**config.mk**
```make
export PLATFORM = sky130hd
export DESIGN_NAME = mtb_queue
export DESIGN_NICKNAME = d
export VERILOG_FILES = /design/src/rtl/core/mtb_pkg.sv /design/src/rtl/core/mtb_queue.sv
export SDC_FILE = /design/constraint.sdc
export NUM_CORES = 1
export LEC_CHECK = 0
export BUFFER_PORTS_ARGS = -buffer_cell sky130_fd_sc_hd__buf_2
export CORE_MARGIN = 1.5
export CORE_UTILIZATION = 30
export CTS_BUF_LIST = sky130_fd_sc_hd__clkbuf_16
export DETAILED_ROUTE_END_ITERATION = 7
export SLEW_MARGIN = 0
export SYNTH_ARGS = -nofsm -noshare
export SYNTH_HDL_FRONTEND = slang
export SYNTH_SLANG_ARGS = --single-unit
```
**constraint.sdc**
```tcl
create_clock -name clock -period 1.5 [get_ports clock]
set_input_delay 0.225 -clock clock [delete_from_list [all_inputs] [get_ports clock]]
set_output_delay 0.225 -clock clock [all_outputs]
set_load 0.03 [all_outputs]
```
**src/rtl/core/mtb_pkg.sv**
```systemverilog
// ----------------------------------------------------------------------------
// Median threshold binarizer package
// Shared widths, codes, queue entry and status types, and the back-end states.
// ----------------------------------------------------------------------------
`timescale 1ns / 1ps

package mtb_pkg;

   // Histogram geometry and counter widths.
   localparam int GREY_BINS = 256;
   localparam int BIN_W     = $clog2(GREY_BINS);
   localparam int CNT_W     = 21;
   localparam int RUN_W     = CNT_W + 1;
   localparam int THR_W     = 9;
   localparam int PIX_W     = 8;

   // Frame limit at which every count saturates.
   localparam logic [CNT_W-1:0] MAX_FRAME_PIXELS = CNT_W'(1048576);

   // Division of the channel sum by three: multiply by 683 and drop 11 bits,
   // exact for every sum below 2048.
   localparam int SUM_W      = PIX_W + 2;
   localparam int PROD_W     = 2 * SUM_W;
   localparam int DIV3_SHIFT = 11;
   localparam logic [SUM_W-1:0] DIV3_MUL = SUM_W'(683);

   // Output levels of a classified pixel.
   localparam logic [PIX_W-1:0] WHITE_LEVEL = 8'd255;
   localparam logic [PIX_W-1:0] BLACK_LEVEL = 8'd0;

   // Item codes.
   localparam logic OP_ACCUM    = 1'b0;
   localparam logic OP_CLASSIFY = 1'b1;
   localparam logic KIND_REPORT = 1'b0;
   localparam logic KIND_PIXEL  = 1'b1;

   // Queue between the front and the back.
   localparam int QUEUE_DEPTH = 4;
   localparam int QPTR_W      = $clog2(QUEUE_DEPTH);
   localparam int QCNT_W      = QPTR_W + 1;

   typedef struct packed {
      logic             op;
      logic [BIN_W-1:0] grey;
      logic             frame_end;
   } queue_entry_type;

   typedef struct packed {
      logic full;
      logic empty;
   } queue_status_type;

   typedef enum logic [1:0] {
      BK_RUN,
      BK_SCAN_START,
      BK_SCAN,
      BK_REPORT
   } back_state_type;

   // Count up by one, holding at the frame limit.
   function automatic logic [CNT_W-1:0] sat_inc(input logic [CNT_W-1:0] v);
      return (v < MAX_FRAME_PIXELS) ? v + CNT_W'(1) : MAX_FRAME_PIXELS;
   endfunction

endpackage

```
**src/rtl/core/mtb_queue.sv**
```systemverilog
// ----------------------------------------------------------------------------
// Median threshold binarizer item queue
// Short FIFO that decouples the front end from the back end.
// ----------------------------------------------------------------------------
`timescale 1ns / 1ps

module mtb_queue (
   input  logic                      clock,
   input  logic                      reset,
   input  logic                      q_push,
   input  mtb_pkg::queue_entry_type  q_entry,
   input  logic                      q_pop,
   output mtb_pkg::queue_status_type q_status,
   output mtb_pkg::queue_entry_type  q_head
);
   import mtb_pkg::*;

   queue_entry_type    slot_ff [QUEUE_DEPTH];
   logic [QPTR_W-1:0]  wr_ptr_ff;
   logic [QPTR_W-1:0]  wr_ptr_in;
   logic [QPTR_W-1:0]  rd_ptr_ff;
   logic [QPTR_W-1:0]  rd_ptr_in;
   logic [QCNT_W-1:0]  count_ff;
   logic [QCNT_W-1:0]  count_in;

   // Pointer and fill count updates.
   always_comb begin
      wr_ptr_in = q_push ? wr_ptr_ff + QPTR_W'(1) : wr_ptr_ff;
      rd_ptr_in = q_pop  ? rd_ptr_ff + QPTR_W'(1) : rd_ptr_ff;
      count_in  = count_ff;
      if (q_push && !q_pop) begin
         count_in = count_ff + QCNT_W'(1);
      end else if (!q_push && q_pop) begin
         count_in = count_ff - QCNT_W'(1);
      end
   end

   always_ff @(posedge clock) begin
      if (reset) begin
         wr_ptr_ff <= '0;
         rd_ptr_ff <= '0;
         count_ff  <= '0;
      end else begin
         wr_ptr_ff <= wr_ptr_in;
         rd_ptr_ff <= rd_ptr_in;
         count_ff  <= count_in;
      end
   end

   // Entry storage needs no reset.
   always_ff @(posedge clock) begin
      if (q_push) begin
         slot_ff[wr_ptr_ff] <= q_entry;
      end
   end

   assign q_head         = slot_ff[rd_ptr_ff];
   assign q_status.full  = (count_ff == QCNT_W'(QUEUE_DEPTH));
   assign q_status.empty = (count_ff == '0);

endmodule

```
[Word level (Yosys, flattened, before mapping)]
Memories as Yosys holds them, arrays and structs flattened. A register that Yosys moved wholly into a read port is not among the register bits.
Index checks and enable logic that the tools add are counted.
Word-level totals
  register bits after elaboration: 7
  RAM bits: 40
  logic and storage cells: 21
  output and inout port bits: 12
  input port bits: 14
  memories: 1
Memories
  slot_ff: words 4, bits a word 10, read ports 1, clocked after Yosys merged registers in 1, write ports 1, line mtb_queue.sv:18  | queue_entry_type slot_ff [QUEUE_DEPTH];
Operators by class
  reductions and logical operators: 6
  equality and inequality tests: 1
  add/subtract/negate cells: 4
  multiplexer cells: 6
Operators by type and width (count)
  $mux 3: 2
  $add 2x1->2 const B: 2
  $mux 2: 2
  $add 3x1->3 const B: 1
  $eq 3x3->1 const B: 1
  $logic_not 3->1: 1
  $sub 3x1->3 const B: 1
  $logic_and 1x1->1: 2
  $logic_not 1->1: 2
  $mux 1: 2
  $reduce_bool 2->1: 1

[Longest topological paths before layout]
  depth after elaboration: 4
  gate-level depth with buffers: 7
  depth with buffers taken out: 7

[Worst setup path after synthesis]
OpenSTA, ideal clock, no wires.
  path kind: input to register
  start: in q_pop
  end: reg count_ff[2]
  path buffers: 0
  data required time: 1.430 ns
  setup time: 0.070 ns
  cell stages on the path: 7
  path slack: 0.015 ns
  arrival time: 1.415 ns
  cells stage by stage: inv_1 > ha_1 > inv_1 > fa_1 > xor2_1 > or3_1 > a21oi_1
Between the ends
  longest elaborated chain between the ends: 3
  elaborated cells on any way between the ends: 5
  classes of those cells: mux (1); reduce/logical (4)
Ends and longest elaborated chain
  from (decl): line mtb_queue.sv:12  | input logic q_pop,
  $logic_not 1->1: line mtb_queue.sv:31  | if (q_push && !q_pop) begin
  $logic_and 1x1->1: line mtb_queue.sv:31
  $mux 3 or $reduce_bool 2->1 (tied branches)
  to (signal assigned): line mtb_queue.sv:46  | count_ff <= count_in;
  to (decl): line mtb_queue.sv:23  | logic [QCNT_W-1:0] count_ff;
Several ways; a longest one is shown, not always the timed one.
A chain may end at the register's enable or synchronous reset.

==> flow_summary.yaml <==
run_status:
  status: "complete, but fails checks"
  violations: "setup timing"
placement:
  dpl_cell_area_sq_um: 2160
  place.gp.congestion: 0.631
  dp.cells: 203
  dpl.hpwl_um: 2080
  numPortBuffers: 25
cts:
  postCtsResizedCells: 22
  cts_buffer_depth: 2
  cts_hold_buf: 0
  cts_setup_buffers: 0
  cts.htree.levels: 2
  clock-sinks: 49
  cts_buffers: 5
  cts_tree: "built"
  clk_pin_slew_worst_paths_ns: 0.06
  clockRootBuffer: "clkbuf_16"
  clk_latency_ns: 0.28
yosys:
  synth_area_sq_um: 1870
  yosysSeqAreaShare_pct: 73.8
  avgSynthCellArea_sq_um: 19.5
  synth_fp_nets: 116
  yosysWarnings: 0
  syn_inst: 96
  synth_cell_types: 20
  ys_ff_latch: 49
routing:
  drt-initial-drc-count: 45
  num_vias: 932
  wl_per_cell_um: 13.7
  ant_nets: 0
  routed_wl_um: 2880
  drcViolationCount: 0
  drt_first_pass_iters: 4
  vias_per_cell: 4.44
cells_and_area:
  seqCellArea_sq_um: 1380
  fin_cells: 210
  drive_above_1_share_pct: 40.0
  fillers: 545
  diodes: 0
  syn_to_final_growth_pct: 26.2
  fin_area_sq_um: 2360
  final_net_count: 155
  multi_input_area_sq_um: 458
critical_path:
  cp_max_fo: 10
  required_ns: 1.27
  crit_path_start_kind: "flop"
  path_class: "flop to output port"
  endpoint_kind: "output port"
  crit_arrival_ns: 1.44
sta:
  finalCritPeriodShare_pct: 111
  min_period_ns: 1.67
  setup_viol: 10
  setup_tns_ns: -1.59
  fin_skew_ns: 0.00308
  tightest_slew_ns: 0.182
  fmax_ghz: 0.599
  relSlewSlack_pct: 87.8
  rsz0062_at_grt: "yes"
  slew_violations: 0
  hold_viol_final: 0
  worst_slack_ns: -0.169
power_and_ir_drop:
  p_int_mw: 2.39
  clkPwrFrac_pct: 32.6
  combPwrFrac_pct: 16.2
  p_seq_share_pct: 51.1
  switchingPower_uw: 727
  leakagePower_nw: 0.858
  irDropWorstVdd_mv: 0.538
  pwr_density_cell_nw_per_um2: 1320
  switching_share_pct: 23.3
min_path:
  hp-class: "input pin to flop"
grt:
  grt_usage_pct: 10.3
  antenna_found_initial: 0
  grt_max_degree: 15
  grt_pass1_wl_um: 4730
  grt_pass1_vias: 989
  overflow: 0
floorplan:
  die_h_um: 82.0
  die_area_sq_um: 6720
  initial_core_util_pct: 31.4
  ioPinCount: 26
  core_area_sq_um: 5960
  rows: 28
  die_x_um: 82.0
flow_run:
  drv_cap: 0
==> state kept, by name (all words and copies together) (netlist names), named ones only <==
signal,flops
count_ff,3
rd_ptr_ff,2
slot_ff,40
wr_ptr_ff,2
==> cell usage after synthesis <==
cell type | instances | area share, %
a21oi_1 | 1 | 0.27
and2_1 | 4 | 1.3
buf_6 | 1 | 0.60
clkbuf_1 | 1 | 0.20
clkbuf_2 | 1 | 0.27
dfxtp_1 | 9 | 9.6
edfxtp_1 | 40 | 64
fa_1 | 1 | 1.1
ha_1 | 5 | 3.3
inv_1 | 4 | 0.80
mux2i_1 | 2 | 1.1
mux4_2 | 10 | 12
nand2_1 | 1 | 0.20
nor2_1 | 7 | 1.4
nor3_1 | 1 | 0.27
nor3b_1 | 1 | 0.40
o21ai_0 | 1 | 0.27
or3_1 | 1 | 0.33
xnor2_1 | 2 | 0.94
xor2_1 | 3 | 1.4
==> cell usage in the layout (no fill, tap or decap), types with 2 or more instances in the layout <==
cell type  synthesis  final
edfxtp_1          40     40
buf_2              0     15
mux4_2            10     10
buf_6              1     10
buf_4              0      9
nor2_1             7      7
dfxtp_1            9      7
ha_1               5      5
clkbuf_16          0      5
inv_1              4      4
and2_1             4      4
xor2_1             3      3
xnor2_1            2      2
mux2i_1            2      2
dfxtp_2            0      2
==> power by group through the flow <==
stage	Combinational, mW	Sequential, mW	Clock, mW
global route	0.555	1.61	1.09
floorplan	0.310	1.61	0
global placement	0.440	1.62	0
finish	0.507	1.60	1.02
detailed placement	0.458	1.62	0
CTS	0.517	1.60	1.05
==> worst paths after layout <==
kind,startpoint,endpoint,slack (ns),cells past startpoint
hold reg to reg,count_ff[2]$_SDFFE_PP0P_,count_ff[2]$_SDFFE_PP0P_,0.53,2
hold / removal,q_entry[2],slot_ff[0][2]$_DFFE_PP_,0.15,1
setup / recovery,flop,q_head[5],-0.17,3
setup reg to reg,count_ff[0]$_SDFFE_PP0P_,count_ff[2]$_SDFFE_PP0P_,0.06,4
==> final cells by class <==
class / count / area share [%]
Clock inverter: 2 / 0.477
Timing Repair Buffer: 35 / 11.7
Multi-Input combinational cell: 40 / 19.4
Sequential cell: 49 / 58.6
Tap cell: 75 / 3.97
Clock buffer: 5 / 5.30
Inverter: 4 / 0.636
==> routing by layer <==
layer	up-vias	part of all wire, %	wire [um]	track usage [%]
li1	440	-	-	-
met4	0	2.1	61	5.42
met5	-	0	0	0
met2	28	52	1490	17.0
met1	457	39	1140	11.4
met3	7	6.4	183	4.22
==> cell families (layout without fill, tap and decap cells) <==
kind of cell / Yosys count / in the layout / share of synthesized area [%]
compound gates: 2 / 2 / 0.534
xor+xnor: 5 / 5 / 2.34
fa+ha+maj: 6 / 6 / 4.41
buf+inv: 7 / 46 / 1.87
flops: 49 / 49 / 73.8
mux: 12 / 12 / 13.1
simple gates: 15 / 15 / 3.94
==> stage by stage <==
| stage | util, % | setup slack (ns) | hold WS, ns | power [mW] |
|---|---|---|---|---|
| after floorplan | - | 0.0148 | 0.324 | 1.92 |
| after global placement | 36.2 | -0.0955 | 0.440 | 2.06 |
| after detailed placement | 36.2 | -0.186 | 0.443 | 2.08 |
| after CTS | 39.6 | -0.197 | 0.148 | 3.16 |
| after global routing | 39.7 | -0.233 | 0.157 | 3.25 |
| final | 39.7 | -0.169 | 0.151 | 3.12 |
==> critical path, cell delays in order (launching register included) <==
cell     delay (ns)
dfxtp_2        0.34
buf_12         0.15
mux4_2         0.52
buf_6          0.16
Note: power is estimated with default switching activity, not from simulation.
