## src/rtl/core/mtb_pkg.sv

```systemverilog
// ----------------------------------------------------------------------------
// Median threshold binarizer package
// Shared widths, codes, queue entry and status types, and the back-end states.
// ----------------------------------------------------------------------------
`timescale 1ns / 1ps

package mtb_pkg;

   // Histogram geometry and counter widths.
   localparam int GREY_BINS = 256;
   localparam int BIN_W     = $clog2(GREY_BINS);
   localparam int CNT_W     = 21;
   localparam int RUN_W     = CNT_W + 1;
   localparam int THR_W     = 9;
   localparam int PIX_W     = 8;

   // Frame limit at which every count saturates.
   localparam logic [CNT_W-1:0] MAX_FRAME_PIXELS = CNT_W'(1048576);

   // Division of the channel sum by three: multiply by 683 and drop 11 bits,
   // exact for every sum below 2048.
   localparam int SUM_W      = PIX_W + 2;
   localparam int PROD_W     = 2 * SUM_W;
   localparam int DIV3_SHIFT = 11;
   localparam logic [SUM_W-1:0] DIV3_MUL = SUM_W'(683);

   // Output levels of a classified pixel.
   localparam logic [PIX_W-1:0] WHITE_LEVEL = 8'd255;
   localparam logic [PIX_W-1:0] BLACK_LEVEL = 8'd0;

   // Item codes.
   localparam logic OP_ACCUM    = 1'b0;
   localparam logic OP_CLASSIFY = 1'b1;
   localparam logic KIND_REPORT = 1'b0;
   localparam logic KIND_PIXEL  = 1'b1;

   // Queue between the front and the back.
   localparam int QUEUE_DEPTH = 4;
   localparam int QPTR_W      = $clog2(QUEUE_DEPTH);
   localparam int QCNT_W      = QPTR_W + 1;

   typedef struct packed {
      logic             op;
      logic [BIN_W-1:0] grey;
      logic             frame_end;
   } queue_entry_type;

   typedef struct packed {
      logic full;
      logic empty;
   } queue_status_type;

   typedef enum logic [1:0] {
      BK_RUN,
      BK_SCAN_START,
      BK_SCAN,
      BK_REPORT
   } back_state_type;

   // Count up by one, holding at the frame limit.
   function automatic logic [CNT_W-1:0] sat_inc(input logic [CNT_W-1:0] v);
      return (v < MAX_FRAME_PIXELS) ? v + CNT_W'(1) : MAX_FRAME_PIXELS;
   endfunction

endpackage

```

## src/rtl/core/mtb_front.sv

```systemverilog
// ----------------------------------------------------------------------------
// Median threshold binarizer front end
// Accepts pixel items, computes the grey level and pushes a queue entry.
// ----------------------------------------------------------------------------
`timescale 1ns / 1ps

module mtb_front (
   input  logic                      req_valid,
   output logic                      req_ready,
   input  logic                      req_op,
   input  logic [7:0]                req_blue,
   input  logic [7:0]                req_green,
   input  logic [7:0]                req_red,
   input  logic                      req_frame_end,
   input  mtb_pkg::queue_status_type q_status,
   output logic                      q_push,
   output mtb_pkg::queue_entry_type  q_entry
);
   import mtb_pkg::*;

   logic [SUM_W-1:0]  chan_sum;
   logic [PROD_W-1:0] div_prod;

   // Grey level is the truncated mean of the three channels.
   assign chan_sum = SUM_W'(req_blue) + SUM_W'(req_green) + SUM_W'(req_red);
   assign div_prod = PROD_W'(chan_sum) * PROD_W'(DIV3_MUL);

   // Take an item whenever the queue has room.
   assign req_ready = !q_status.full;
   assign q_push    = req_valid && req_ready;

   always_comb begin
      q_entry.op        = req_op;
      q_entry.grey      = div_prod[DIV3_SHIFT +: BIN_W];
      q_entry.frame_end = req_frame_end;
   end

endmodule

```

## config.mk

```make
export PLATFORM = sky130hd
export DESIGN_NAME = mtb_front
export DESIGN_NICKNAME = d
export VERILOG_FILES = /design/src/rtl/core/mtb_pkg.sv /design/src/rtl/core/mtb_front.sv
export SDC_FILE = /design/constraint.sdc
export NUM_CORES = 1
export LEC_CHECK = 0
export BUFFER_PORTS_ARGS = -buffer_cell sky130_fd_sc_hd__buf_2
export CAP_MARGIN = 25
export CORE_AREA = 2 2 68 70
export DETAILED_ROUTE_END_ITERATION = 10
export DIE_AREA = 0 0 70 72
export GPL_ROUTABILITY_DRIVEN = 0
export PLACE_DENSITY_LB_ADDON = 0.05
export REMOVE_ABC_BUFFERS = 1
export SLEW_MARGIN = 20
export SYNTH_ARGS = -nofsm -noshare
export SYNTH_HDL_FRONTEND = slang
export SYNTH_SLANG_ARGS = --single-unit
```

## constraint.sdc

```tcl
create_clock -name vclk -period 8.8
set_input_delay 1.76 -clock vclk [all_inputs]
set_output_delay 1.76 -clock vclk [all_outputs]
set_load 0.1 [all_outputs]
```

* After elaboration in Yosys (flattened, before gate mapping)
Index checks and enable logic that the tools add are counted.
** Operators by class
- $add $sub $neg :: 2
- $mul :: 1
- Reduce and logical (&&, ||, !) cells :: 2
** Operator list (number)
- $mul A10 B10 Y19 const B :: 1
- $add A9 B8 Y10 :: 1
- $add A8 B8 Y9 :: 1
- $logic_and A1 B1 Y1 :: 1
- $logic_not A1 Y1 :: 1
** Storage, ports and cells
- Register bits :: 0
- Word-level logic and storage cells :: 5
- Input port bits :: 29
- Output and inout port bits :: 12

* Longest topological paths before layout
Gate-level depths: netlist of run 1.
- Depth after elaboration :: 3
- Depth in mapped cells :: 24
- Mapped depth without buffers :: 23

* Least setup slack after synthesis of run 1
Ideal clock, no wire load.
- Path type :: in2out
- From :: in req_blue[1]
- To :: out q_entry[4] (netlist bit)
- Path buffers :: 0
- Data required time :: 7.040 ns
- Slack :: -1.467 ns
- Arrival time :: 8.507 ns
- Stages on the path :: 23
- Path through :: inv_1 -> fa_1 -> inv_1 -> ha_1 -> fa_1 -> a21oi_1 -> o21ai_0 -> o21a_1 -> nor2_1 -> xnor2_1 -> ha_1 -> ha_1 -> fa_1 -> fa_1 -> inv_1 -> fa_1 -> inv_1 -> ha_1 -> nor3_1 -> or3_4 -> a21oi_4 -> a31oi_1 -> xnor2_1
** RTL lines
- start: declaration :: RTL line mtb_front.sv:11 : input logic [7:0] req_blue,
- end: declaration :: RTL line mtb_front.sv:17 : output mtb_pkg::queue_entry_type q_entry

==> flow_metrics.tcl, run 1 <==
set metrics [dict create \
    outcome "finished with violations" \
    violations "setup timing" \
    holdCritPathClass "input port to output pin" \
    io_buffers 36 \
    synth.distinct_cells 42 \
    drtIter0Drc 52 \
    design.seq.count 0 \
    report.final.hold_viol_count 0 \
    grt_max_degree 8 \
    netlist_instances 242 \
    ios 41 \
    avgViaCountPerCell 5.32 \
    critical_path_class "input port to output pin" \
    cp.arrival_ps 7370 \
    fin_nets 475 \
    die_x_um 70 \
    drv_cap 0 \
    drc_errors 0 \
    core_area_mm2 0.00426 \
    tns_ps -1940 \
    cts_hold_buffers 0 \
    setup_ws_ps -329 \
    slew_violations 0 \
    first_global_vias 2025 \
    clock_buffers 0 \
    dieArea_mm2 0.00504 \
    max_freq_ghz 0.110 \
    grt.total_usage_pct 20.6 \
    crit_path_max_fanout 4 \
    num_rows 24 \
    crit_required_ps 7040 \
    dp_hpwl_um 4290 \
    tightest_slew_ps 485 \
    first_pass_iters 4 \
    start_util_pct 53.4 \
    layout_common_cells "73 x buf_4, 44 x ha_1, 38 x inv_1" \
    grt_pass1_wl_um 8680 \
    synth.avg_cell_area_um2 9.42 \
    worstSetupStartpointType "input port" \
    slew_headroom_pct 67.9 \
    synth_top_cell_area_share_pct 35.7 \
    final_cells 401 \
    final_common_cell "buf_4" \
    antenna_found_initial 0 \
    rsz0062_at_grt "yes" \
    diodes 0 \
    avgRoutedWirePerCell_um 15.4 \
    fillers 213 \
    seq_area_um2 0 \
    period_share_pct 104 \
    post-place-cells 384 \
    ant_nets 0 \
    finalWirelength_um 6180 \
    synth_warnings 0 \
    synth-seq-area-share_pct 0 \
    fin_crit_ps 9130 \
    grt-ovfl-total 0 \
    syn_to_final_growth_pct 60.0 \
    dp_worst_setup_slack_ps -722 \
    yosysTopAreaCell "ha_1" \
    via_count 2135 \
    synth_area_mm2 0.00228 \
    die_y_um 72 \
    yosys-top-cells-area "ha_1 36%, fa_1 26%, inv_1 7.1%" \
    critPathCaptureType "output pin" \
    setup_viol_count_final 7 \
    drive_gt1_share_pct 48.4 \
]
[per-stage QoR]
stage	hold slack, ps	instance area, um^2	utilization [%]
after floorplan	3520	2260	-
after global placement	3520	3050	71.6
after detailed placement	3520	3050	71.6
after CTS	3520	3280	76.9
after global routing	3520	3650	85.5
final	3520	3650	85.5
[final timing paths]
| path | cells after the start | endpoint | start |
|---|---|---|---|
| worst max-delay path | 23 | q_entry[6] | req_red[1] |
| worst min-delay path | 0 | q_entry[0] | req_frame_end |
[Yosys cell counts, types with 4 or more instances]
cell type	count
nor2_1	8
fa_1	30
o21ai_0	7
inv_1	43
nand2_1	12
nand3_1	4
ha_1	65
xor2_1	7
a21oi_1	13
xnor2_1	11
[worst max-delay path: stages]
cell and delay (ps):
buf_6 70, inv_2 30, fa_1 520, inv_1 40
ha_2 200, fa_2 420, buf_4 150, buf_4 130
xor2_2 170, ha_1 330, fa_1 500, inv_1 60
fa_1 540, inv_1 70, fa_1 590, ha_4 220
ha_4 260, nand2_1 50, or3_4 430, a21oi_4 200
a31oi_4 130, a221oi_4 280, buf_12 210
[cell type report]
cell class	instances	area (um^2)	share of cell area, %
well taps	52	65.1	1.78
inverters	43	161	4.43
multi-input cells	196	2540	69.6
repair buffers	110	883	24.2
[what timing repair did]
item                                    CTS  global route
endpoints found under the setup margin    8             8
setup buffers                             4            13
pin swaps                                29            35
gates resized for setup                  30            39
[metal layers]
layer	track usage [%]	up-vias	share of wire [%]
met2	37.8	38	54
li1	-	1049	-
met5	0	-	0
met1	29.2	1042	41
met4	0.641	0	1.4
met3	0.278	6	3.0
[cell families (layout without fill, tap and decap cells)]
kind of cell	Yosys count	in the layout	synth area share, %
AOI/OAI and AO/OA	43	43	13.6
adders and majority gates	95	95	62.1
and+or+nand+nor	39	39	9.01
xor gates and xnor gates	18	18	6.92
buffers and inverters	46	153	7.96
muxes	1	1	0.494
Power of run 1 is left out: the tool's default activity adds up to more than one toggle a clock period on the data nets, which glitch-free logic cannot reach.
==> inputs of run 2 (changes only) <==
--- a/config.mk
+++ b/config.mk
@@ -11,9 +11,10 @@
 export DETAILED_ROUTE_END_ITERATION = 10
 export DIE_AREA = 0 0 70 72
 export GPL_ROUTABILITY_DRIVEN = 0
-export PLACE_DENSITY_LB_ADDON = 0.05
+export PLACE_DENSITY = 0.87
 export REMOVE_ABC_BUFFERS = 1
 export SLEW_MARGIN = 20
 export SYNTH_ARGS = -nofsm -noshare
 export SYNTH_HDL_FRONTEND = slang
 export SYNTH_SLANG_ARGS = --single-unit
+export TNS_END_PERCENT = 30
==> flow_metrics.tcl, run 2 (synthesized netlist as in run 1, its figures left out) <==
set metrics [dict create \
    die_y_um 72 \
    fin_nets 467 \
    wl_met1_um 2890 \
    met2_length_um 4280 \
    drc_errors 0 \
    ant_nets 0 \
    io_buffers 36 \
    drtIter0Drc 131 \
    antenna_found_initial 0 \
    dp_hpwl_um 5720 \
    violations "setup timing" \
    finalWirelength_um 8020 \
    dieArea_mm2 0.00504 \
    report.final.hold_viol_count 0 \
    dpl_cell_area_mm2 0.00305 \
    die_x_um 70 \
    finalInstanceArea_mm2 0.00342 \
    outcome "finished with violations" \
    seq_area_um2 0 \
    max_freq_ghz 0.107 \
    setup_viol_count_final 8 \
    cp.arrival_ps 7620 \
    diodes 0 \
    clock_buffers 0 \
    tightest_slew_ps 488 \
    avgViaCountPerCell 5.86 \
    grt_pass1_wl_um 11500 \
    slew_headroom_pct 67.7 \
    routed.top_layer "met4" \
    grt-ovfl-total 0 \
    slew_violations 0 \
    grt_max_degree 8 \
    design.seq.count 0 \
    worstSetupStartpointType "input port" \
    core_area_mm2 0.00426 \
    final_common_cell "buf_4" \
    setup_ws_ps -578 \
    holdCritPathClass "input port to output pin" \
    rsz0062_at_grt "yes" \
    num_rows 24 \
    critPathCaptureType "output pin" \
    via_count 2302 \
    syn_to_final_growth_pct 50.1 \
    drv_cap 0 \
    wl_met3_um 302 \
    first_pass_iters 4 \
    start_util_pct 53.4 \
    fin_crit_ps 9380 \
    ios 41 \
    avgRoutedWirePerCell_um 20.4 \
    layout_common_cells "66 x buf_4, 55 x ha_1, 39 x inv_1" \
    grt.total_usage_pct 29.1 \
    crit_path_max_fanout 4 \
    crit_required_ps 7040 \
    hold-path-cell-count 0 \
    critical_path_class "input port to output pin" \
    first_global_vias 2479 \
    drive_gt1_share_pct 43.7 \
    period_share_pct 107 \
    fillers 225 \
]
==> run 2: cell types whose count changed in the layout (fill, tap and decap cells not counted), sizes merged <==
cell and delta:
buf -7, bufbuf -1
==> run 2: what timing repair did <==
action                                  in CTS  in global routing
hold buffers                                 0                  0
pin swaps                                   29                 21
buffers inserted                             3                  6
endpoints found under the setup margin       8                  8
gates resized for setup                     28                 23
==> run 2: critical path, cell delays in order <==
cell and delay, ps:
buf_6 70, inv_4 30, fa_1 530, inv_1 50
ha_2 190, fa_2 370, a21oi_4 190, o21ai_0 150
xor2_1 200, buf_4 160, ha_1 310, inv_1 70
fa_1 560, fa_1 450, fa_1 550, inv_1 50
ha_1 300, ha_1 260, buf_4 180, o21ai_1 160
o211ai_1 140, a31oi_1 320, o31ai_2 160, xnor2_2 200
buf_12 200
==> run 2: metrics by stage <==
stage                     hold WS [ps]  setup TNS (ps)  util, %  setup slack, ps  cells
after detailed placement          3520           -6080     71.6             -885    384
after CTS                         3520           -3530     76.3             -552    387
after global placement            3520           -3980     71.6             -621    384
final                             3520           -3600     80.2             -578    393
after global routing              3520           -4870     80.2             -738    393
after floorplan                   3520           -9790        -            -1470    239
==> run 2: path summary, 6_finish.rpt <==
kind / slack [ps] / startpoint / endpoint
worst max-delay path: -580 / req_red[1] / q_entry[8]
worst min-delay path: 3520 / req_frame_end / q_entry[0]
==> run 2: cell type report <==
class              instances  area [um^2]  share of cell area (%)
inverters                 43          164                    4.79
multi-input cells        196         2380                    69.7
well taps                 52         65.1                    1.90
repair buffers           102          807                    23.6
==> run 2: routing by layer <==
metal | track usage [%] | up-vias
li1 | - | 1033
met1 | 32.5 | 1136
met2 | 58.0 | 89
met3 | 2.22 | 44
met4 | 10.0 | 0
met5 | 0 | -
Power of run 2 is left out for the same reason.
